## src/sv/qrs_pkg.sv

```systemverilog
`default_nettype none
package qrs_pkg;

   localparam int COEF_WIDTH = 16;
   localparam int FRAC_BITS  = 16;
   localparam int ROOT_WIDTH = 40;
   localparam int KIND_WIDTH = 3;

   // b*b - 4*a*c stays below 2^(2*COEF_WIDTH+1) when it is not negative
   localparam int DISC_WIDTH = 2 * COEF_WIDTH + 1;
   localparam int DISC_S_WIDTH = 2 * COEF_WIDTH + 3;
   localparam int RAD_WIDTH  = DISC_WIDTH + 2 * FRAC_BITS;
   localparam int SQ_DIGITS  = (RAD_WIDTH + 1) / 2;
   localparam int REM_WIDTH  = SQ_DIGITS + 1;
   localparam int NB_MAG     = COEF_WIDTH + FRAC_BITS;
   localparam int NUM_WIDTH  = ((NB_MAG > SQ_DIGITS) ? NB_MAG : SQ_DIGITS) + 1;
   localparam int DEN_WIDTH  = COEF_WIDTH + 1;
   localparam int SAT_WIDTH  = (NUM_WIDTH + 1 > ROOT_WIDTH) ? NUM_WIDTH + 1 : ROOT_WIDTH;

   localparam logic signed [SAT_WIDTH-1:0] ROOT_HI =
      SAT_WIDTH'((64'sd1 <<< (ROOT_WIDTH - 1)) - 64'sd1);
   localparam logic signed [SAT_WIDTH-1:0] ROOT_LO = -ROOT_HI - 1;

   typedef enum logic [KIND_WIDTH-1:0] {
      KIND_NONE_REAL = 3'd0,
      KIND_ONE       = 3'd1,
      KIND_TWO       = 3'd2,
      KIND_ALL       = 3'd3,
      KIND_EMPTY     = 3'd4
   } kind_type;

   typedef struct packed {
      logic [DISC_WIDTH-1:0]    disc;
      logic signed [NUM_WIDTH:0] nb;
      logic signed [DEN_WIDTH:0] den;
      kind_type                 kind;
   } sq_side_type;

   typedef struct packed {
      logic [DEN_WIDTH-1:0] den_abs;
      logic                 neg_p;
      logic                 neg_m;
      kind_type             kind;
   } div_side_type;

   typedef struct packed {
      logic [DEN_WIDTH-1:0] rem;
      logic [NUM_WIDTH-1:0] numq;
   } div_lane_type;

   typedef struct packed {
      kind_type               kind;
      logic [ROOT_WIDTH-1:0]  plus;
      logic [ROOT_WIDTH-1:0]  minus;
   } rsp_word_type;

   function automatic logic [ROOT_WIDTH-1:0] sat_root(input logic signed [SAT_WIDTH-1:0] v);
      logic signed [SAT_WIDTH-1:0] r;
      r = v;
      if (v > ROOT_HI) r = ROOT_HI;
      if (v < ROOT_LO) r = ROOT_LO;
      return r[ROOT_WIDTH-1:0];
   endfunction

endpackage
`default_nettype wire

```

## src/sv/qrs_sqrt_cell.sv

```systemverilog
`default_nettype none
module qrs_sqrt_cell (
   input  wire logic                           clock,
   input  wire logic                           reset,
   input  wire logic                           en,
   input  wire logic                           valid_in,
   input  wire qrs_pkg::sq_side_type           side_in,
   input  wire logic [qrs_pkg::SQ_DIGITS-1:0]  root_in,
   input  wire logic [qrs_pkg::REM_WIDTH-1:0]  rem_in,
   input  wire logic [1:0]                     pair,
   output logic                                valid_out,
   output qrs_pkg::sq_side_type                side_out,
   output logic [qrs_pkg::SQ_DIGITS-1:0]       root_out,
   output logic [qrs_pkg::REM_WIDTH-1:0]       rem_out
);
   import qrs_pkg::*;

   logic                     valid_ff;
   sq_side_type              side_ff;
   logic [SQ_DIGITS-1:0]     root_ff, root_in_w;
   logic [REM_WIDTH-1:0]     rem_ff, rem_in_w;
   logic [REM_WIDTH+1:0]     rem_sh, trial, diff;
   logic                     ge;

   // one restoring digit: bring down two radicand bits, try 4*root+1
   always_comb begin
      rem_sh    = {rem_in, pair};
      trial     = (REM_WIDTH + 2)'({root_in, 2'b01});
      diff      = rem_sh - trial;
      ge        = rem_sh >= trial;
      rem_in_w  = ge ? diff[REM_WIDTH-1:0] : rem_sh[REM_WIDTH-1:0];
      root_in_w = {root_in[SQ_DIGITS-2:0], ge};
   end

   always_ff @(posedge clock) begin
      if (reset) begin
         valid_ff <= 1'b0;
      end else if (en) begin
         valid_ff <= valid_in;
      end
      if (en) begin
         side_ff <= side_in;
         root_ff <= root_in_w;
         rem_ff  <= rem_in_w;
      end
   end

   assign valid_out = valid_ff;
   assign side_out  = side_ff;
   assign root_out  = root_ff;
   assign rem_out   = rem_ff;
endmodule
`default_nettype wire

```

## config.mk

```make
export PLATFORM = sky130hd
export DESIGN_NAME = qrs_sqrt_cell
export DESIGN_NICKNAME = d
export VERILOG_FILES = /design/src/sv/qrs_pkg.sv /design/src/sv/qrs_sqrt_cell.sv
export SDC_FILE = /design/constraint.sdc
export NUM_CORES = 1
export LEC_CHECK = 0
export BUFFER_PORTS_ARGS = -buffer_cell sky130_fd_sc_hd__clkbuf_2
export CAP_MARGIN = 40
export CORE_MARGIN = 2
export CORE_UTILIZATION = 25
export DETAILED_ROUTE_END_ITERATION = 7
export SETUP_SLACK_MARGIN = 0.05
export SYNTH_ARGS = -nofsm -noshare
export SYNTH_HDL_FRONTEND = slang
export SYNTH_SLANG_ARGS = --single-unit
export TNS_END_PERCENT = 30
```

## constraint.sdc

```tcl
create_clock -name clock -period 3.4 [get_ports clock]
set_input_delay 0.34 -clock clock [delete_from_list [all_inputs] [get_ports clock]]
set_output_delay 0.34 -clock clock [all_outputs]
set_load 0.1 [all_outputs]
```

; ---- Word-level counts from Yosys, hierarchy flattened
; Index checks and enable logic that the tools add are counted.
[word_totals]
output_inout_bits = 157
wordCells = 10
regBits = 157
in_bits = 162
[op_classes]
order_cmp = 1
addsub = 1
n_mux = 1
[ops]
columns = operator, n
row1 = $ge 36x35->1, 1
row2 = $mux 34, 1
row3 = $sub 34x34->34, 1

; ---- Logic depth before layout (Yosys ltp)
[depth]
word_depth = 2
ltp_mapped = 13

; ---- Worst setup path before layout
; OpenSTA, ideal clock, no wires.
[synth_timing]
path_kind = input-to-reg
start = input root_in[11] (netlist name)
end = register rem_ff[24], in the netlist rem_out[24] (data pin)
n_path_buf = 2
cell_stages = 11
path_slack_ps = 691
required_time_ps = 3140
arrival_ps = 2449
setup_time_ps = 260
cell_sequence = inv_1 -> ha_1 -> clkbuf_1 -> a21o_1 -> a31oi_1 -> o221ai_2 -> a21o_1 -> a211oi_4 -> inv_2 -> buf_4 -> mux2_4
[synth_via]
elab_chain_cells = 2
[synth_lines]
columns = element, line_no
row1 = "start, declared", qrs_sqrt_cell.sv:8  ; input wire logic [qrs_pkg::SQ_DIGITS-1:0] root_in,
row2 = $ge 36x35->1, qrs_sqrt_cell.sv:30  ; ge = rem_sh >= trial;
row3 = via ge, qrs_sqrt_cell.sv:23  ; logic ge;
row4 = $mux 34, qrs_sqrt_cell.sv:31  ; rem_in_w = ge ? diff[REM_WIDTH-1:0] : rem_sh[REM_WIDTH-1:0];
row5 = via rem_in_w[24], qrs_sqrt_cell.sv:21  ; logic [REM_WIDTH-1:0] rem_ff, rem_in_w;
row6 = "end signal, assigned", qrs_sqrt_cell.sv:44  ; rem_ff <= rem_in_w;
row7 = "end, declared", qrs_sqrt_cell.sv:21
; The timed path passes the listed nets, and every way through them passes these cells.
; A chain may end at the register's enable or synchronous reset.

; ---- Worst setup path in the final report
[layout_timing]
start = input root_in[21] (netlist name)
end = register rem_ff[33], in the netlist rem_out[33] (data pin)
[layout_via]
elab_chain_cells = 2
[layout_lines]
columns = element, line_no
row1 = $sub 34x34->34 or $ge 36x35->1 (tied branches), "qrs_sqrt_cell.sv:29, qrs_sqrt_cell.sv:30"
row2 = $mux 34 (*), qrs_sqrt_cell.sv:31
row3 = via rem_in_w[33], qrs_sqrt_cell.sv:21
; The timed path passes the listed nets; every way through them passes the cells marked *.

==> impl_metrics.json <==
{
  "vias": 5457,
  "placed_cell_area_um2": 9100,
  "critical_path.startpoint": "root_in[21]",
  "r2r_cells": 2,
  "die_area_um2": 29500,
  "synth_area_um2": 7030,
  "setup_ws_ps": 740,
  "min_from": "reset",
  "routabilityCongestion": 0.814,
  "cts.path.max_buffers": 2,
  "fillers": 2796,
  "r2r-start": "valid_out",
  "antenna_left": 0,
  "rrSetupSlack_ps": 2800,
  "holdPathEnd": "valid_out",
  "status": "complete, no violations",
  "num_rows": 61,
  "fin_util_pct": 35.0,
  "cts.sinks": 157,
  "grt_max_degree": 85,
  "die_w_um": 172,
  "coreArea_um2": 27700,
  "wl_um": 21800,
  "synthCells": 532,
  "power.density_nw_per_um2": 666,
  "final_cells": 1254,
  "cp.required_ps": 3590,
  "ys_seq_area_share_pct": 66.9,
  "cts_buffers": 17,
  "grt_pass1_vias": 5293,
  "worst_setup_path_end_kind": "flop",
  "yosys_warnings": 0,
  "yosys_register_bits": 157,
  "route.detailed.wl_per_inst_um": 17.4,
  "path_max_fanout": 32,
  "gr-total-overflow": 0,
  "async_reset_ff_share_pct": 0,
  "fp.dieH_um": 172,
  "io_pins": 319,
  "syn2layout_area_growth_pct": 37.9,
  "cts-root-buf": "clkbuf_16",
  "hold_class": "in -> reg",
  "crit_path_start_kind": "primary input",
  "hpwl_um": 17400,
  "rsz0062_at_grt": "no",
  "drt-vias-per-instance": 4.35,
  "irDropWorstVdd_v": 0.000299,
  "finalNetCount": 1059,
  "critPathKind": "in -> reg",
  "drt-initial-drc-count": 326,
  "max_freq_mhz": 376,
  "max_slew_margin_pct": 45.9,
  "io_buffer_count": 318,
  "hold_depth": 2,
  "drive_gt1_share_pct": 41.7,
  "syn_nets": 729,
  "p_total_mw": 6.46,
  "setup_viol": 0,
  "period_needed_ps": 2660,
  "insertion_delay_ps": 440,
  "p_leak_nw": 4.27,
  "dp_slack_ps": 284,
  "postCtsSetupBuffers": 0,
  "hold_ws_ps": 49.3,
  "stdcell_area_um2": 9690,
  "mostFrequentLayoutCells": "clkbuf_2 (317), edfxtp_1 (156), nand2_1 (47)",
  "synth_edf_count": 156,
  "grtUsageTotal_pct": 14.3,
  "maxSlewViolCount": 0,
  "reg2reg_to": "valid_out",
  "antenna_found_initial": 5,
  "clock_skew_ps": 0,
  "cts-hold-fix-buffers": 0,
  "synth_ff_type": "edfxtp_1",
  "drc": 0,
  "start_util_pct": 25.4,
  "dp.cells": 1221,
  "worst_slew_pin_slew_ps": 811,
  "cap_viol_max_count": 0,
  "grt_pass1_wl_um": 30600,
  "mostFrequentLayoutCell": "clkbuf_2",
  "fin_setup_tns_ps": 0,
  "h-tree-depth": 4,
  "ctsResizeCount": 0,
  "cts_tree": "done",
  "clk_pin_slew_worst_paths_ps": 70,
  "fin_crit_sh_pct": 78.2,
  "yosysUniqueCellTypes": 53,
  "hold_viol_final": 0,
  "arrival_ps": 2850,
  "avgSynthCellArea_um2": 13.2,
  "firstDrtPassIters": 5
}
-- area by class of cell --
cell class / count / area [µm²] / share of cell area [%]
tap: 378 / 473 / 4.88
inverter: 46 / 173 / 1.78
antenna: 1 / 2.50 / 0.0258
timing repair buffer: 324 / 1660 / 17.1
sequential: 157 / 4700 / 48.5
clock buffer: 17 / 425 / 4.39
clock inverter: 15 / 168 / 1.73
multi-input combinational: 316 / 2090 / 21.6
-- synth_stat cells, drive strengths merged (3+ instances only) --
| cell | n | area [µm²] |
|---|---|---|
| nor4 | 4 | 25.0 |
| a21oi | 40 | 200 |
| a21o | 8 | 60.1 |
| nor2 | 24 | 90.1 |
| edfxtp | 156 | 4680 |
| o211ai | 6 | 50.1 |
| o21ai | 47 | 239 |
| nand2b | 9 | 56.3 |
| o21bai | 7 | 52.6 |
| nand4 | 11 | 68.8 |
| nand2 | 47 | 176 |
| ha | 35 | 438 |
| nand3 | 7 | 35.0 |
| buf | 5 | 27.5 |
| inv | 46 | 173 |
| xor2 | 14 | 123 |
| clkbuf | 8 | 30.0 |
| xnor2 | 12 | 105 |
| mux2 | 3 | 41.3 |
| a31oi | 4 | 25.0 |
| a211oi | 6 | 57.6 |
-- critical path: stages --
cell	delay, ps
clkbuf_2	100
inv_1	40
ha_1	440
nand4_1	180
nor4_1	570
nand2_1	90
o21ai_0	390
a211oi_4	80
buf_4	260
a311oi_1	250
a2bb2oi_1	100
-- registers in the layout, summed over array words and instances, names as in the netlist --
name	count
root_out	33
side_out	89
rem_out	34
valid_out	1
-- logic make-up after synthesis --
family                     synth area share [%]
AOI/OAI and AO/OA                          11.8
xor gates and xnor gates                   3.24
adders and majority gates                  6.23
buffers and inverters                      3.28
DFF                                        66.9
muxes                                     0.730
and+or+nand+nor                            7.78
-- power breakdown --
part           total [mW]  internal, mW  switching (mW)
Sequential           2.40          2.35          0.0520
Clock                1.91         0.988           0.926
Combinational        2.14         0.367            1.77
Total                6.46          3.71            2.75
-- metal layers --
metal / GRT usage [%] / wire, µm / up-vias
met5: 0 / 55 / -
met4: 3.65 / 269 / 8
met3: 7.13 / 2370 / 23
met2: 25.2 / 11000 / 221
met1: 15.2 / 8120 / 2550
li1: - / - / 2655
-- how the worst max path moves through the flow --
stage / depth (start not counted) / to
after floorplan: 11 / rem_out[24]
after global placement: 11 / rem_out[25]
after detailed placement: 11 / rem_out[33]
after CTS: 11 / rem_out[33]
after global routing: 11 / rem_out[33]
final: 11 / rem_out[33]
No activity file was read; power rests on OpenSTA's default activity.
