===== src/sv/qrs_pkg.sv =====
`default_nettype none
package qrs_pkg;

   localparam int COEF_WIDTH = 16;
   localparam int FRAC_BITS  = 16;
   localparam int ROOT_WIDTH = 40;
   localparam int KIND_WIDTH = 3;

   // b*b - 4*a*c stays below 2^(2*COEF_WIDTH+1) when it is not negative
   localparam int DISC_WIDTH = 2 * COEF_WIDTH + 1;
   localparam int DISC_S_WIDTH = 2 * COEF_WIDTH + 3;
   localparam int RAD_WIDTH  = DISC_WIDTH + 2 * FRAC_BITS;
   localparam int SQ_DIGITS  = (RAD_WIDTH + 1) / 2;
   localparam int REM_WIDTH  = SQ_DIGITS + 1;
   localparam int NB_MAG     = COEF_WIDTH + FRAC_BITS;
   localparam int NUM_WIDTH  = ((NB_MAG > SQ_DIGITS) ? NB_MAG : SQ_DIGITS) + 1;
   localparam int DEN_WIDTH  = COEF_WIDTH + 1;
   localparam int SAT_WIDTH  = (NUM_WIDTH + 1 > ROOT_WIDTH) ? NUM_WIDTH + 1 : ROOT_WIDTH;

   localparam logic signed [SAT_WIDTH-1:0] ROOT_HI =
      SAT_WIDTH'((64'sd1 <<< (ROOT_WIDTH - 1)) - 64'sd1);
   localparam logic signed [SAT_WIDTH-1:0] ROOT_LO = -ROOT_HI - 1;

   typedef enum logic [KIND_WIDTH-1:0] {
      KIND_NONE_REAL = 3'd0,
      KIND_ONE       = 3'd1,
      KIND_TWO       = 3'd2,
      KIND_ALL       = 3'd3,
      KIND_EMPTY     = 3'd4
   } kind_type;

   typedef struct packed {
      logic [DISC_WIDTH-1:0]    disc;
      logic signed [NUM_WIDTH:0] nb;
      logic signed [DEN_WIDTH:0] den;
      kind_type                 kind;
   } sq_side_type;

   typedef struct packed {
      logic [DEN_WIDTH-1:0] den_abs;
      logic                 neg_p;
      logic                 neg_m;
      kind_type             kind;
   } div_side_type;

   typedef struct packed {
      logic [DEN_WIDTH-1:0] rem;
      logic [NUM_WIDTH-1:0] numq;
   } div_lane_type;

   typedef struct packed {
      kind_type               kind;
      logic [ROOT_WIDTH-1:0]  plus;
      logic [ROOT_WIDTH-1:0]  minus;
   } rsp_word_type;

   function automatic logic [ROOT_WIDTH-1:0] sat_root(input logic signed [SAT_WIDTH-1:0] v);
      logic signed [SAT_WIDTH-1:0] r;
      r = v;
      if (v > ROOT_HI) r = ROOT_HI;
      if (v < ROOT_LO) r = ROOT_LO;
      return r[ROOT_WIDTH-1:0];
   endfunction

endpackage
`default_nettype wire


===== src/sv/qrs_div_cell.sv =====
`default_nettype none
module qrs_div_cell (
   input  wire logic                         clock,
   input  wire logic                         reset,
   input  wire logic                         en,
   input  wire logic                         valid_in,
   input  wire qrs_pkg::div_side_type        side_in,
   input  wire qrs_pkg::div_lane_type [1:0]  lane_in,
   output logic                              valid_out,
   output qrs_pkg::div_side_type             side_out,
   output qrs_pkg::div_lane_type [1:0]       lane_out
);
   import qrs_pkg::*;

   logic                   valid_ff;
   div_side_type           side_ff;
   div_lane_type [1:0]     lane_ff, lane_in_w;
   logic [DEN_WIDTH:0]     t [2];
   logic [DEN_WIDTH:0]     d [2];
   logic [DEN_WIDTH:0]     den_ext;
   logic                   ge [2];

   // one quotient bit per lane; quotient bits shift in where numerator bits leave
   always_comb begin
      den_ext = (DEN_WIDTH + 1)'(side_in.den_abs);
      for (int k = 0; k < 2; k++) begin
         t[k]  = {lane_in[k].rem, lane_in[k].numq[NUM_WIDTH-1]};
         d[k]  = t[k] - den_ext;
         ge[k] = t[k] >= den_ext;
         lane_in_w[k].rem  = ge[k] ? d[k][DEN_WIDTH-1:0] : t[k][DEN_WIDTH-1:0];
         lane_in_w[k].numq = {lane_in[k].numq[NUM_WIDTH-2:0], ge[k]};
      end
   end

   always_ff @(posedge clock) begin
      if (reset) begin
         valid_ff <= 1'b0;
      end else if (en) begin
         valid_ff <= valid_in;
      end
      if (en) begin
         side_ff <= side_in;
         lane_ff <= lane_in_w;
      end
   end

   assign valid_out = valid_ff;
   assign side_out  = side_ff;
   assign lane_out  = lane_ff;
endmodule
`default_nettype wire


===== config.mk =====
export PLATFORM = sky130hd
export DESIGN_NAME = qrs_div_cell
export DESIGN_NICKNAME = d
export VERILOG_FILES = /design/src/sv/qrs_pkg.sv /design/src/sv/qrs_div_cell.sv
export SDC_FILE = /design/constraint.sdc
export NUM_CORES = 1
export LEC_CHECK = 0
export BUFFER_PORTS_ARGS = -buffer_cell sky130_fd_sc_hd__buf_2
export CORE_MARGIN = 4
export CORE_UTILIZATION = 35
export CTS_CLUSTER_DIAMETER = 30
export DETAILED_ROUTE_END_ITERATION = 8
export GPL_ROUTABILITY_DRIVEN = 0
export PLACE_DENSITY = 0.69
export SKIP_CTS_REPAIR_TIMING = 1
export SYNTH_ARGS = -nofsm -noshare
export SYNTH_HDL_FRONTEND = slang
export SYNTH_SLANG_ARGS = --single-unit

===== constraint.sdc =====
create_clock -name clock -period 5 [get_ports clock]
set_clock_uncertainty 0.1 [all_clocks]
set_input_delay 1 -clock clock [delete_from_list [all_inputs] [get_ports clock]]
set_output_delay 1 -clock clock [all_outputs]
set_load 0.05 [all_outputs]

# Word-level counts from Yosys, hierarchy flattened
# Cells that the tools add are included.
dict set report totals {
  regBits 125
  inputBits 128
  word_cells 15
}
dict set report op_classes {
  addsub 2
  order_cmp 2
  n_mux 2
}
# cell count
set op_table {}
lappend op_table {{18-bit by 17-bit greater-or-equal comparator with 1-bit output} 2}
lappend op_table {{17-bit 2-to-1 mux} 2}
lappend op_table {{17-bit subtractor} 2}

# Logic depth before layout (Yosys ltp)
# Gate-level depths: netlist (run 1).
dict set report logic_depth {
  word_depth 2
  ltp_mapped 12
  mapped_depth_nobuf 11
}

# Worst setup path after synthesis (run 1)
# Ideal clock, no wire load.
dict set report synth_path {
  path_kind {input-to-reg}
  start {input port lane_in[84] in the netlist's numbering}
  end {register lane_ff, in the netlist lane_out[93], data pin}
  arrival_time_ps 2960
  t_required_ps 4640
  slack_ps 1680
  stages 11
  path_buffers 1
  cell_sequence {inv_1 ha_1 inv_1 fa_1 a21o_1 and2_1 o31a_1 o21ai_4 inv_2 buf_6 mux2_4}
}
# element line_no
set synth_lines {}
lappend synth_lines {{from (decl)} qrs_div_cell.sv:8} ;# input wire qrs_pkg::div_lane_type [1:0] lane_in,
lappend synth_lines {{to (signal assigned)} qrs_div_cell.sv:43} ;# lane_ff <= lane_in_w;
lappend synth_lines {{to (decl)} qrs_div_cell.sv:17} ;# div_lane_type [1:0] lane_ff, lane_in_w;

==> impl_metrics.yaml, run 1 <==
synthesis:
  async_reset_ff_frac: 0
  yosysWarnings: 0
  synth_edf_count: 124
  postSynthCellCount: 445
  yosys.area.top_type: "edfxtp_1"
  yosysTopAreaCellShare: 0.617
  synth_cell_types: 61
  synth-seq-cells: 125
  synth-seq-area-share: 0.620
  syn_area_per_cell_um2: 13.6
  synth_top_flop_cell: "edfxtp_1"
  synth.area.top_cells: "edfxtp_1 (62%), ha_1 (7.1%), mux2_2 (3.2%)"
  synthesis.nets: 609
  syn_area_um2: 6030
final_layout:
  fin_nets: 870
  fin_area_um2: 8130
  syn_to_final_growth_pct: 34.8
  final_common_cell: "buf_2"
  drive_gt1_frac: 0.441
  mostFrequentLayoutCells: "buf_2 (251), edfxtp_1 (124), nand2_1 (34), ha_1 (34), a21oi_1 (26)"
  num_antenna_cells: 0
cts:
  cts-buffers-inserted: 17
  insertion_delay_ns: 0.42
  clockBufferDepth: 2
  numClockSinks: 125
  cts_root_buffer: "clkbuf_16"
  clk_pin_slew_worst_paths_ns: 0.06
  cts.htree.levels: 4
  cts_tree: "done"
power_and_ir_drop:
  ir_drop_mv: 0.217
  leakage_nw: 3.57
  p_per_area_nw_per_um2: 427
placement:
  port_buffers: 252
  dpl_cell_area_um2: 7520
  post-dp-hpwl_um: 13800
route:
  drt_wl_total_um: 17700
  drtAntennaViolNets: 0
  drt_iter0_drc: 263
  wl_per_cell_um: 18.8
  vias: 4567
  avgViaCountPerCell: 4.86
  remaining_drc_errors: 0
  drtPass1Iterations: 5
worst_setup_path:
  worstPathMaxFanout: 18
  worstSetupPathType: "input pin to flop"
  r2r-end: "valid_out"
  start_kind: "input pin"
  rr_worst_depth: 2
  arrival_ns: 3.49
  crit_required_ns: 5.06
  crit_start: "side_in[5]"
  endpoint_kind: "flop"
  r2r_start: "valid_out"
  rrSetupSlack_ns: 4.33
die:
  ios: 253
  die_x_um: 139
  start_util: 0.360
  core_um2: 16800
  die_area_um2: 19400
  die_y_um: 139
  rows: 47
grt:
  grt_max_degree: 71
  grt_pass1_wl_um: 26200
  grt_usage: 0.177
  grt_pass1_vias: 4451
  antenna_found_initial: 3
  gr-total-overflow: 0
timing:
  fin_crit_ns: 3.42
  worst_pin_slew_ns: 0.915
  drv_slew: 0
  finalHoldViolCount: 0
  slew-limit-headroom: 0.390
  rsz0062_at_grt: "no"
  fmax_mhz: 292
  final-setup-viol-count: 0
  finalCritPeriodShare: 0.685
  final.setup.tns_ns: 0
status:
  status: "finished, final reports clean"
min_path:
  hold_class: "flop to flop"
  holdPathEnd: "valid_out"
  hold_depth: 2
  hold_start: "valid_out"
flow_run:
  cap_violations: 0
-- cells in the mapped netlist (2+ instances only) --
| cell | number |
|---|---|
| a2111oi_0 | 3 |
| a211oi_1 | 4 |
| a21o_1 | 15 |
| a21oi_1 | 26 |
| a311oi_1 | 2 |
| a31oi_1 | 3 |
| and2_1 | 4 |
| and3_1 | 2 |
| and4_1 | 4 |
| buf_2 | 5 |
| buf_6 | 3 |
| clkbuf_1 | 3 |
| edfxtp_1 | 124 |
| fa_1 | 2 |
| ha_1 | 34 |
| inv_1 | 25 |
| inv_2 | 2 |
| mux2_2 | 17 |
| mux2_4 | 4 |
| nand2_1 | 34 |
| nand3_1 | 13 |
| nand4_1 | 2 |
| nor2_1 | 17 |
| nor2b_1 | 3 |
| nor3_1 | 3 |
| nor3b_1 | 3 |
| o211ai_1 | 2 |
| o21a_1 | 10 |
| o21ai_0 | 18 |
| o21bai_1 | 2 |
| o31a_1 | 2 |
| o31ai_1 | 6 |
| or2_2 | 3 |
| xnor2_1 | 16 |
| xor2_1 | 3 |
-- worst max-delay path: stages --
cell and delay, ns:
buf_2 0.13, ha_1 0.18, inv_1 0.06, fa_1 0.40, a21o_1 0.22, and2_1 0.18
o31a_1 0.28, o21ai_4 0.44, inv_2 0.25, mux2_4 0.35
-- power by group --
part | internal, mW | switching [mW] | leakage, nW
sequential | 1.28 | 0.0260 | 1.22
combinational | 0.252 | 0.634 | 2.05
clock | 0.793 | 0.489 | 0.302
total | 2.33 | 1.15 | 3.57
-- through the flow --
| step | power, mW | hold slack (ns) | util | setup slack (ns) | cells |
|---|---|---|---|---|---|
| 6_report | 3.48 | 0.386 | 0.485 | 1.58 | 939 |
| 3_3_place_gp | 2.21 | 0.371 | 0.449 | 1.20 | 907 |
| 4_1_cts | 3.51 | 0.392 | 0.485 | 1.56 | 939 |
| 5_1_grt | 3.62 | 0.458 | 0.485 | 1.46 | 939 |
| 3_5_place_dp | 2.22 | 0.376 | 0.449 | 1.14 | 907 |
| 2_1_floorplan | 1.97 | 0.633 | - | 1.68 | 445 |
-- per-layer routing --
metal / GRT usage / share of wire
met5: 0 / 0.0012
met4: 0.0474 / 0.011
met2: 0.309 / 0.50
met1: 0.208 / 0.39
met3: 0.0621 / 0.093
-- worst max path at each step --
stage                        end  cells past startpoint
global route        lane_out[94]                     10
global placement    lane_out[93]                     10
floorplan           lane_out[93]                     11
CTS                 lane_out[94]                     10
finish              lane_out[94]                     10
detailed placement  lane_out[99]                     10
-- flip-flops by register name (all words and copies together) (netlist names) --
| signal | flops |
|---|---|
| lane_out | 102 |
| valid_out | 1 |
| side_out | 22 |
-- cells by family after synthesis --
logic type               count (synthesis)  share of synthesized area
AO/OA/AOI/OAI                          112                      0.128
XOR/XNOR                                19                     0.0276
adder cells (fa/ha/maj)                 36                     0.0771
buffers and inverters                   38                     0.0284
flip-flops                             125                      0.620
multiplexers                            22                     0.0433
AND/OR/NAND/NOR                         93                     0.0747
-- area by class of cell --
| cell class | instances | area, µm² |
|---|---|---|
| Tap cell | 220 | 275 |
| Multi-Input combinational cell | 282 | 2120 |
| Timing Repair Buffer | 253 | 1280 |
| Clock buffer | 17 | 425 |
| Clock inverter | 15 | 185 |
| Fill cell | 1563 | 8630 |
| Sequential cell | 125 | 3740 |
| Inverter | 27 | 101 |
No activity file was read; power rests on OpenSTA's default activity.
==> inputs of run 2 (changes only) <==
PLACE_DENSITY = 0.71   (was 0.69)
clock period = 2.83 ns   (was 5 ns; I/O delays follow)
==> run 2 against run 1 <==
Against the previous run: count of clock-buffer cells in the layout increased by 1; combinational power rose by 94%; die area unchanged; sequential share of layout area is 3.3 points lower; critical endpoint is now lane_out[48]; largest power group unchanged.
==> impl_metrics.yaml, run 2 (same netlist as run 1, synthesis figures left out) <==
timing:
  fin_crit_ns: 2.62
  setup_slack_ns: 0.206
  holdWs_ns: 0.210
  rsz0062_at_grt: "no"
  worst_pin_slew_ns: 0.587
  finalHoldViolCount: 0
  slew-limit-headroom: 0.609
  drv_slew: 0
  fmax_mhz: 381
  final-setup-viol-count: 0
  finalCritPeriodShare: 0.927
route:
  wl_met2_um: 9000
  vias: 4910
  avgViaCountPerCell: 4.83
  drtPass1Iterations: 5
  route.met3.wl_um: 1600
  remaining_drc_errors: 0
  top_layer: "met5"
  drtAntennaViolNets: 0
  wl_per_cell_um: 18.1
  drt_wl_total_um: 18400
  wl_met1_um: 7320
  drt_iter0_drc: 346
power_and_ir_drop:
  leakage_nw: 3.95
  ir_drop_mv: 0.375
  p_per_area_nw_per_um2: 721
grt:
  grt_usage: 0.184
  gr-total-overflow: 0
  grt_max_degree: 42
  grt_pass1_vias: 4844
  antenna_found_initial: 4
  grt_pass1_wl_um: 27400
cts:
  cts-buffers-inserted: 17
  clockBufferDepth: 2
  cts_root_buffer: "clkbuf_16"
  numClockSinks: 125
  cts_tree: "done"
  cts.htree.levels: 4
  clk_pin_slew_worst_paths_ns: 0.06
  insertion_delay_ns: 0.41
worst_setup_path:
  endpoint_kind: "flop"
  arrival_ns: 2.68
  rr_worst_depth: 2
  worstSetupPathType: "input pin to flop"
  start_kind: "input pin"
  worstPathMaxFanout: 3
  crit_required_ns: 2.89
final_layout:
  final_common_cell: "buf_2"
  largest_register_ffs: 102
  syn_to_final_growth_pct: 45.4
  multiInputGateArea_um2: 2130
  seqCellArea_um2: 3740
  mostFrequentLayoutCells: "buf_2 (251), edfxtp_1 (124), buf_4 (72)"
  fillers: 1427
  fin_nets: 945
  drive_gt1_frac: 0.497
flow_run:
  cap_violations: 0
min_path:
  hold_depth: 2
  hold_class: "input pin to flop"
die:
  start_util: 0.360
  core_um2: 16800
  die_y_um: 139
  ios: 253
  rows: 47
  die_area_um2: 19400
  die_x_um: 139
placement:
  port_buffers: 252
  post-dp-hpwl_um: 14700
  pre_cts_ws_ns: -0.216
status:
  status: "finished, final reports clean"
## run 2: cell types whose count changed in the layout (fill, tap and decap cells not counted), sizes merged
cell / change
diode: +2
inv: -2
clkbuf: +1
buf: +75
clkinvlp: +1
## run 2: final cells by class
| class | instances | area share |
|---|---|---|
| inverter | 27 | 0.0116 |
| sequential | 125 | 0.427 |
| antenna | 2 | 0.000571 |
| multi-input combinational | 282 | 0.242 |
| clock inverter | 14 | 0.0210 |
| clock buffer | 18 | 0.0501 |
| tap | 220 | 0.0314 |
| timing repair buffer | 328 | 0.216 |
## run 2: path summary, 6_finish.rpt
kind,slack (ns),to,from
max reg2reg,2.15,valid_out,valid_out
min reg2reg,0.40,valid_out,valid_out
min,0.21,valid_out,reset
max,0.21,lane_out[48],side_in[5]
## run 2: metal layers
metal / track usage / vias to the layer above
met3: 0.0563 / 24
met1: 0.218 / 2276
met4: 0.0623 / 4
met2: 0.317 / 219
met5: 0 / -
li1: - / 2387
## run 2: power breakdown
group / internal, mW / total [mW] / switching [mW]
clock network: 1.43 / 2.29 / 0.863
registers: 2.26 / 2.31 / 0.0464
logic: 0.572 / 1.72 / 1.15
total: 4.27 / 6.32 / 2.06
## run 2: through the flow
step	setup TNS, ns	instance area, µm²	total power [mW]	util	instances
after floorplan	0	6040	3.49	-	445
after CTS	0	8770	6.38	0.523	1014
after global routing	0	8770	6.58	0.523	1016
after global placement	-2.43	8140	4.05	0.486	982
after detailed placement	-3.64	8140	4.07	0.486	982
final	0	8770	6.32	0.523	1016
## run 2: critical path: stages
cell	delay [ns]
buf_2	0.15
ha_1	0.18
inv_1	0.05
fa_1	0.41
a21oi_2	0.19
o211ai_1	0.16
a221oi_1	0.29
buf_4	0.18
o21ai_0	0.08
xor2_1	0.14
mux2_2	0.27
